**src/hw/rtl/imh_div.sv**
```systemverilog
// Bit-serial signed divider, quotient truncated toward zero.
// Depends on nothing but its parameters.
module imh_div #(
   parameter int NUM_W = 34,
   parameter int DEN_W = 17
) (
   input  logic                     clock,
   input  logic                     reset,
   input  logic                     start,
   input  logic signed [NUM_W-1:0]  num,
   input  logic signed [DEN_W-1:0]  den,
   output logic                     busy,
   output logic signed [NUM_W:0]    quot
);
   localparam int CNT_W = $clog2(NUM_W + 1);

   logic [NUM_W-1:0] mag_ff, mag_in;
   logic [DEN_W-1:0] dmag_ff, dmag_in;
   logic [DEN_W-1:0] rem_ff, rem_in;
   logic             neg_ff, neg_in;
   logic [CNT_W-1:0] cnt_ff, cnt_in;
   logic             busy_ff, busy_in;
   logic [DEN_W:0]   rem_sh, rem_sub;
   logic             ge;

   always_comb begin
      rem_sh  = {rem_ff, mag_ff[NUM_W-1]};
      rem_sub = rem_sh - {1'b0, dmag_ff};
      ge      = rem_sh >= {1'b0, dmag_ff};
      mag_in  = mag_ff;
      dmag_in = dmag_ff;
      rem_in  = rem_ff;
      neg_in  = neg_ff;
      cnt_in  = cnt_ff;
      busy_in = busy_ff;
      if (start) begin
         mag_in  = num[NUM_W-1] ? (~num + 1'b1) : num;
         dmag_in = den[DEN_W-1] ? (~den + 1'b1) : den;
         neg_in  = num[NUM_W-1] ^ den[DEN_W-1];
         rem_in  = '0;
         cnt_in  = CNT_W'(NUM_W);
         busy_in = 1'b1;
      end else if (busy_ff) begin
         rem_in  = ge ? rem_sub[DEN_W-1:0] : rem_sh[DEN_W-1:0];
         mag_in  = {mag_ff[NUM_W-2:0], ge};
         cnt_in  = cnt_ff - 1'b1;
         busy_in = cnt_ff != CNT_W'(1);
      end
   end

   always_ff @(posedge clock) begin
      if (reset) begin
         busy_ff <= 1'b0;
         cnt_ff  <= '0;
      end else begin
         busy_ff <= busy_in;
         cnt_ff  <= cnt_in;
      end
      mag_ff  <= mag_in;
      dmag_ff <= dmag_in;
      rem_ff  <= rem_in;
      neg_ff  <= neg_in;
   end

   assign busy = busy_ff;
   assign quot = neg_ff ? -$signed({1'b0, mag_ff}) : $signed({1'b0, mag_ff});

endmodule

```
**config.mk**
```make
export PLATFORM = sky130hd
export DESIGN_NAME = imh_div
export DESIGN_NICKNAME = d
export VERILOG_FILES = /design/src/hw/rtl/imh_div.sv
export SDC_FILE = /design/constraint.sdc
export NUM_CORES = 1
export LEC_CHECK = 0
export BUFFER_PORTS_ARGS = -buffer_cell sky130_fd_sc_hd__buf_2
export CAP_MARGIN = 20
export CORE_ASPECT_RATIO = 0.6
export CORE_MARGIN = 2
export CORE_UTILIZATION = 29
export CTS_CLUSTER_SIZE = 24
export DETAILED_ROUTE_END_ITERATION = 8
export PLACE_DENSITY = 0.56
export SLEW_MARGIN = 20
export SYNTH_ARGS = -nofsm -noshare
export SYNTH_HDL_FRONTEND = slang
export SYNTH_SLANG_ARGS = --single-unit
```
**constraint.sdc**
```tcl
create_clock -name clock -period 3.55 [get_ports clock]
set_clock_uncertainty 0.05 [all_clocks]
set_input_delay 0.355 -clock clock [delete_from_list [all_inputs] [get_ports clock]]
set_output_delay 0.355 -clock clock [all_outputs]
set_load 0.01 [all_outputs]
```
# After elaboration in Yosys (flattened, before gate mapping)
# Cells that the tools add are included.
# Widths: inputs -> output; s select.
op_classes:
  add_sub_neg: 5
  magnitude_cmp: 1
  n_eq_ne: 1
  mux: 10
  n_bitwise: 3
  reduce_logical: 2
op_table:
  columns: ["operator", "n"]
  rows:
  - ["$mux 34", 3]
  - ["$mux 35", 1]
  - ["$neg 34->35", 1]
  - ["$add 34x1->34 const B", 1]
  - ["$not 34->34", 1]
  - ["$ge 18x17->1", 1]
  - ["$add 17x1->17 const B", 1]
  - ["$mux 17", 1]
  - ["$not 17->17", 1]
  - ["$sub 17x17->17", 1]
  - ["$mux 16", 1]
  - ["$mux 6", 2]
  - ["$ne 6x1->1 const B", 1]
  - ["$sub 6x1->6 const B", 1]
  - ["$mux 1", 2]
  - ["$reduce_bool 2->1", 1]
  - ["$reduce_or 2->1", 1]
  - ["$xor 1x1->1", 1]
totals:
  ff_bits: 76
  in_bits: 54
  out_inout_bits: 36
  word_cells: 30

# Logic depth before layout (Yosys ltp)
# Gate-level depths: netlist of the first run.
logic_depth:
  word_depth: 4
  mapped_depth: 11
  depth_no_buf: 10

# Worst setup path after synthesis of the first run
# OpenSTA, ideal clock, no wires.
synth_timing:
  path_kind: "register to output"
  startpoint: "reg mag_ff[6]"
  endpoint: "out quot[33]"
  t_arrival_ns: 2.543
  required_time_ns: 3.145
  setup_slack_ns: 0.602
  stages_incl_launch_ff: 7
  n_path_buf: 0
  cell_sequence: "edfxtp_1 -> or4_4 -> or4_4 -> nand2b_4 -> or3b_4 -> o41ai_1 -> xnor2_1"
synth_between:
  elab_chain_cells: 2
synth_lines:
  columns: ["item", "line", "rtl"]
  rows:
  - ["start, declared", "17", "logic [NUM_W-1:0] mag_ff, mag_in;"]
  - ["start signal, assigned", "59", "mag_ff <= mag_in;"]
  - ["$neg 34->35", "66", "assign quot = neg_ff ? -$signed({1'b0, mag_ff}) : $signed({1'b0, mag_ff});"]
  - ["$mux 35", "66", null]
  - ["end, declared", "13", "output logic signed [NUM_W:0] quot"]
# Every way passes these cells.

# Worst setup path after layout of the first run
# Same ends and word-level chain as after synthesis.

==> qor.yml, run 1 <==
synth_area_per_cell_um2: 8.83
insertion_delay_ps: 340
hold_ws_ps: 178
grt_pass1_wl_um: 24900
yosysTopAreaCell: "edfxtp_1"
cp-end-kind: "primary output"
max-slew-margin-rel: 0.341
ys_top_cells_by_area: "edfxtp_1, dfxtp_1, xnor2_1"
numCtsBuffers: 9
wl_um: 15700
clockPowerShare: 0.312
synthFlopType: "edfxtp_1"
synth_edf_count: 52
yosys.cell_count.top_type: "nor2_1"
ys_async_sr_fraction: 0
vias: 4981
critPathLaunch: "mag_ff[6]"
port_buffers: 89
p_int_mw: 1.86
cp_max_fo: 6
antenna_found_initial: 0
crit_required_ps: 3140
initialDrtViolationCount: 452
cts_max_level: 3
start_kind: "flop"
p_total_mw: 2.79
ys_types: 69
clkTransAtPathRegs_ps: 70
diodes: 0
dieArea_um2: 20900
pin_count: 90
period_share: 0.983
dr.pass1.iters: 7
ant_nets: 0
max_freq_mhz: 287
p_switching_uw: 930
root_buffer: "clkbuf_16"
holdBufCountCts: 0
status: "complete, no violations"
worstMarginPinSlew_ps: 986
p_sw_frac: 0.333
area_growth_pct: 18.8
place_congestion: 0.869
drv_cap: 0
pwr-share-comb: 0.277
rows: 39
holdCritPathClass: "input port to flop"
core_area_um2: 19200
period_minus_slack_ps: 3490
track_usage: 0.152
hold_viol: 0
clock-sinks: 76
powerDensity_nw_per_um2: 410
die_x_um: 185
vias_per_cell: 4.97
r2r-start: "mag_ff[33]"
drc: 0
nets: 809
yosys.area.top_type_share: 0.272
clk_path_buf_depth: 2
setup-violations-final: 0
netlist_top_cells_count: "nor2_1, xnor2_1, a21oi_1, edfxtp_1, nand2_1"
routedWlPerCell_um: 15.7
worstSetupPathType: "flop to primary output"
die_h_um: 113
p_leak_nw: 2.68
grt_max_degree: 56
initial_core_util: 0.299
cts_tree: "yes"
hp-start: "den[0]"
synth_seq_cells: 76
final_core_util: 0.355
postSynthCellCount: 649
pwr-share-seq: 0.411
dp_hpwl_um: 12100
syn-cell-area_um2: 5730
grt-ovfl-total: 0
slew_viol_final: 0
max-vdd-ir-drop_mv: 0.264
syn-num-nets: 726
grt_pass1_vias: 4431
final_layout_size_suffix_gt1_frac: 0.194
finalSetupTns_ps: 0
ys.warnings.count: 0
ys_seq_area_frac: 0.356
crit_arrival_ps: 3090
[power groups by stage]
stage | logic [mW] | registers (mW) | clock network, mW
after CTS | 0.763 | 1.14 | 0.898
after global routing | 0.864 | 1.16 | 0.925
after detailed placement | 0.758 | 1.16 | 0
after floorplan | 0.524 | 1.12 | 0
final | 0.774 | 1.15 | 0.870
after global placement | 0.764 | 1.16 | 0
[kinds of logic (layout without fill, tap and decap cells)]
family          Yosys count  in the layout  synth area share
simple gates            209            209             0.188
compound gates          175            175             0.202
xor+xnor                 93             93             0.142
flops                    76             76             0.356
buf+inv                  65            153            0.0450
fa+ha+maj                23             23            0.0515
mux                       8              8            0.0153
[sequential cells by signal (all words and copies together) (netlist names)]
name     count
neg_ff       1
dmag_ff     17
mag_ff      34
cnt_ff       6
rem_ff      17
busy         1
[cells in the final DEF (no fill, tap or decap), drive strengths merged, types with 7 or more instances in the layout]
master,instances
nor2,66
edfxtp,52
clkbuf,9
nor3,12
o21ai,41
buf,105
nand2,52
xnor2,54
nand2b,12
or4,14
inv,33
xor2,39
or3,10
o31ai,20
a21oi,52
ha,22
a21o,7
nand3,9
dfxtp,24
o41ai,10
[critical path, stage by stage (launching register included)]
cell and delay, ps:
edfxtp_1 430, or4_4 570, or4_4 460, nand2b_4 200
or3b_4 430, o41ai_4 310, xnor2_1 180, buf_2 160
[final timing paths]
kind,endpoint,slack (ps),cells after the start
max,quot[33],60,7
min,dmag_ff[0],180,1
max reg2reg,rem_ff[13],620,11
min reg2reg,rem_ff[5],480,2
[final cells by class]
type                    count  area, um^2
clock inverters             7        51.3
clock buffers               9         225
flip-flops and latches     76        2040
repair buffers            105         568
inverters                  32         120
multi-input cells         508        3470
well taps                 266         333
fillers                  1988       12400
[routing by layer]
layer	wire length, um	global-route usage	vias to the layer above
met5	0	0	-
met4	131	0.0317	0
met3	1100	0.0286	10
met2	5480	0.179	160
met1	9010	0.266	2278
li1	-	-	2533
[stage by stage]
step | setup slack [ps] | std cells | instance area, um^2
global route | -4.43 | 1003 | 6810
floorplan | 602 | 649 | 5730
CTS | 4.26 | 998 | 6740
detailed placement | 368 | 982 | 6460
finish | 59.7 | 1003 | 6810
global placement | 394 | 982 | 6460
[repair_timing]
action                                 CTS  global route
pin swaps                                0             2
setup endpoints to repair                1             2
setup buffers                            0             5
gates resized for setup                  1             3
endpoints found under the hold margin    0             0
Note: power is estimated with default switching activity, not from simulation.
==> run 2: changes to the inputs <==
Settings changed: CELL_PAD_IN_SITES_DETAIL_PLACEMENT from default to 1, CELL_PAD_IN_SITES_GLOBAL_PLACEMENT from default to 2, PLACE_DENSITY 0.56 to default, PLACE_DENSITY_LB_ADDON from default to 0.1.
==> run 2 against run 1 <==
Flip-flop and latch count unchanged; total power decreased by 0.31%; sequential share of layout area about the same; sequential power about the same; critical path depth unchanged; first-iteration DRC count decreased by 27%; cell count unchanged.
==> qor.yml, run 2 (synthesis results as in run 1) <==
cts_max_level: 3
cp_max_fo: 4
max_freq_mhz: 289
dp_hpwl_um: 13800
initialDrtViolationCount: 330
die_x_um: 185
hold_ws_ps: 190
hold_depth: 1
status: "complete, no violations"
max-vdd-ir-drop_mv: 0.197
top_register: "mag_ff"
vias: 5103
num-fill-cells: 2288
vias_per_cell: 5.09
numCtsBuffers: 9
layout.area.seq_um2: 2040
period_minus_slack_ps: 3460
grt_pass1_wl_um: 28100
rsz0062_at_grt: "true"
hold_viol: 0
setup-violations-final: 0
initial_core_util: 0.299
track_usage: 0.173
clock-sinks: 76
grt-ovfl-total: 0
worstMarginPinSlew_ps: 953
holdBufCountCts: 0
place_congestion: 0.824
grt_max_degree: 66
rows: 39
multi_input_area_um2: 3470
cp-end-kind: "primary output"
drc: 0
most-common-layout-cells: "buf_2, nor2_1, xnor2_1"
r2r_cells: 10
antenna_found_initial: 0
fin_cells: 1003
crit_arrival_ps: 3050
pin_count: 90
slew_viol_final: 0
core_area_um2: 19200
dieArea_um2: 20900
port_buffers: 89
p_leak_nw: 2.66
fin_area_um2: 6800
place_inst: 980
largest_reg_flops: 34
cts_tree: "yes"
crit_required_ps: 3140
insertion_delay_ps: 330
routedWlPerCell_um: 17.7
dr.pass1.iters: 4
top_regs: "mag_ff: 34 flops, dmag_ff: 17 flops, rem_ff: 17 flops"
powerDensity_nw_per_um2: 409
final_layout_size_suffix_gt1_frac: 0.193
root_buffer: "clkbuf_16"
start_kind: "flop"
drv_cap: 0
max-slew-margin-rel: 0.365
die_h_um: 113
area_growth_pct: 18.7
post_dp_cell_area_um2: 6440
ant_nets: 0
worstSetupPathType: "flop to primary output"
clkTransAtPathRegs_ps: 60
clk_path_buf_depth: 2
wl_um: 17700
holdCritPathClass: "input port to flop"
final_common_cell: "buf_2"
period_share: 0.974
nets: 808
grt_pass1_vias: 5007
==> run 2: routing by layer <==
metal | wire (um) | vias to the layer above | track usage
met5 | 0 | - | 0
li1 | - | 2535 | -
met4 | 194 | 0 | 0.0381
met1 | 10100 | 2452 | 0.281
met2 | 6760 | 103 | 0.234
met3 | 655 | 13 | 0.0264
==> run 2: worst max-delay path: stages, from the launching register on <==
cell and delay, ps:
edfxtp_1 440, or4_4 560, or4_4 460, nand2b_4 200
or3b_4 430, o41ai_4 310, xnor2_1 150, buf_2 150
==> run 2: per-stage QoR <==
stage / setup WS, ps / power (mW) / TNS, ps / util
floorplan: 602 / 1.65 / 0 / -
global placement: 374 / 1.94 / 0 / 0.336
detailed placement: 315 / 1.95 / 0 / 0.336
CTS: 19.3 / 2.81 / 0 / 0.351
global route: -11.0 / 2.95 / -13.3 / 0.354
finish: 93.9 / 2.78 / 0 / 0.355
==> run 2: layout make-up <==
class,instances,area share
timing repair buffer,104,0.0824
multi-input combinational,508,0.511
clock inverter,6,0.00607
clock buffer,10,0.0337
sequential,76,0.300
antenna,1,0.000368
inverter,32,0.0177
tap,266,0.0489
==> run 2: final timing paths <==
kind	start	endpoint	slack [ps]
worst max-delay path	mag_ff[5]	quot[31]	90
worst min register to register	rem_ff[3]	rem_ff[3]	460
worst min-delay path	den[0]	dmag_ff[0]	190
worst max register to register	mag_ff[33]	rem_ff[11]	420
==> run 2: power breakdown <==
group	internal, mW	leakage [nW]	switching [mW]
combinational	0.337	1.83	0.471
clock	0.471	0.122	0.366
sequential	1.05	0.707	0.0874
total	1.86	2.66	0.925
==> run 2: what timing repair did <==
item / in CTS / in global routing
pin swaps: 0 / 2
gates resized for setup: 2 / 2
endpoints found under the setup margin: 2 / 2
setup buffers: 0 / 6
==> run 3: changes to the inputs <==
Settings changed: RECOVER_POWER from default to 25.
==> run 3 against run 2 <==
The flow now finishes with violations (max-capacitance violations, max-slew violations); sequential power hardly changed; register-to-register slack hardly changed; worst hold slack better by 47 ps; first-iteration DRC count is 2.7% lower; clock power hardly changed; sequential share of layout area hardly changed; cell count stayed put; global-route usage stayed put; utilization hardly changed; wire length is 0.34% higher; critical path depth stayed put; largest cell class unchanged.
==> qor.yml, run 3 (synthesis results as in run 1) <==
status: "complete, but fails checks"
violations: "max-capacitance violations, max-slew violations"
p_total_mw: 2.78
ant_nets: 0
worstMarginPinSlew_ps: 2030
top_register: "mag_ff"
numCtsBuffers: 9
period_minus_slack_ps: 3450
powerDensity_nw_per_um2: 409
area_growth_pct: 18.5
dieArea_um2: 20900
crit_required_ps: 3140
drc: 0
cts_tree: "yes"
grt_pass1_wl_um: 28100
cp_num_buf_inv: 1
place_congestion: 0.824
top_regs: "mag_ff: 34 flops, dmag_ff: 17 flops, rem_ff: 17 flops"
pin_count: 90
dp_hpwl_um: 13800
root_buffer: "clkbuf_16"
slowest_stage: "or4_4"
most-common-layout-cells: "buf_2, nor2_1, xnor2_1"
max_stage_delay_ps: 560
antenna_found_initial: 0
final_common_cell: "buf_2"
port_buffers: 89
final_layout_size_suffix_gt1_frac: 0.186
drv_cap: 1
core_area_um2: 19200
cp_max_fo: 4
max-vdd-ir-drop_mv: 0.197
worstSetupPathType: "flop to primary output"
place_inst: 980
dr.pass1.iters: 4
fin_cells: 1003
grt-ovfl-total: 0
crit_arrival_ps: 3050
vias: 5084
clkTransAtPathRegs_ps: 60
holdBufCountCts: 0
grt_max_degree: 66
p_leak_nw: 2.65
rows: 39
die_h_um: 113
cpMostUsedCell: "or4_4"
cp-end-kind: "primary output"
cts_max_level: 3
setup-violations-final: 0
largest_reg_flops: 34
track_usage: 0.173
initial_core_util: 0.299
clk_path_buf_depth: 2
wl_um: 17800
max-slew-margin-rel: -0.354
num-fill-cells: 2293
grt_pass1_vias: 5007
insertion_delay_ps: 330
cp_top_family: "simple AND/OR/NAND/NOR gates"
routedWlPerCell_um: 17.7
max_freq_mhz: 289
period_share: 0.973
rsz0062_at_grt: "true"
holdCritPathClass: "input port to flop"
start_kind: "flop"
vias_per_cell: 5.07
slew_viol_final: 42
hold_viol: 0
crit_chain: "or4_4 > or4_4 > nand2b_4 > or3b_4 > o41ai_4 > xnor2_1 > buf_2"
clock-sinks: 76
nets: 808
hold_ws_ps: 236
initialDrtViolationCount: 321
die_x_um: 185
run 3: layer usage:
metal  vias to the layer above  GRT usage  wire, um
met5                         -          0         0
met4                         0     0.0381       194
met3                        13     0.0264       696
met2                        92      0.234      6760
met1                      2446      0.281     10100
li1                       2533          -         -
run 3: worst reg2reg max path, stage by stage (launching register included):
cell      delay (ps)
edfxtp_1         480
inv_1            100
ha_1             210
inv_1             60
fa_1             200
a21o_1           150
a221oi_1         100
a211o_1          370
a21oi_2          770
o21ai_0          260
a311oi_1         300
run 3: power breakdown:
group          switching [mW]  internal (mW)
clock network           0.364          0.471
logic                   0.472          0.336
registers              0.0874           1.05
total                   0.923           1.86
run 3: final cells by class:
type / count / area, um^2 / area share
Clock buffer: 10 / 229 / 0.0337
Tap cell: 266 / 333 / 0.0490
Antenna cell: 1 / 2.50 / 0.000368
Clock inverter: 6 / 41.3 / 0.00608
Multi-Input combinational cell: 508 / 3470 / 0.511
Sequential cell: 76 / 2040 / 0.301
Timing Repair Buffer: 104 / 552 / 0.0812
Inverter: 32 / 120 / 0.0177
run 3: per-stage QoR:
stage | setup TNS, ps | setup slack, ps | util | area, um^2
floorplan | 0 | 602 | - | 5730
global placement | 0 | 374 | 0.336 | 6440
detailed placement | 0 | 315 | 0.336 | 6440
CTS | 0 | 19.3 | 0.351 | 6730
global route | -13.3 | -11.0 | 0.354 | 6790
finish | 0 | 95.4 | 0.354 | 6790
run 3: timing repair:
item	CTS	global route
endpoints found under the hold margin	0	0
gates resized for setup	2	2
setup buffers	0	6
setup endpoints to repair	2	2
pin swaps	0	2
run 3: final timing paths:
| check | from | end | slack (ps) | depth (start not counted) |
|---|---|---|---|---|
| setup / recovery | mag_ff[5] | quot[31] | 100 | 7 |
| hold / removal | reset | cnt_ff[5] | 240 | 2 |
| setup reg to reg | mag_ff[33] | rem_ff[11] | 420 | 10 |
| hold reg to reg | rem_ff[3] | rem_ff[3] | 460 | 2 |
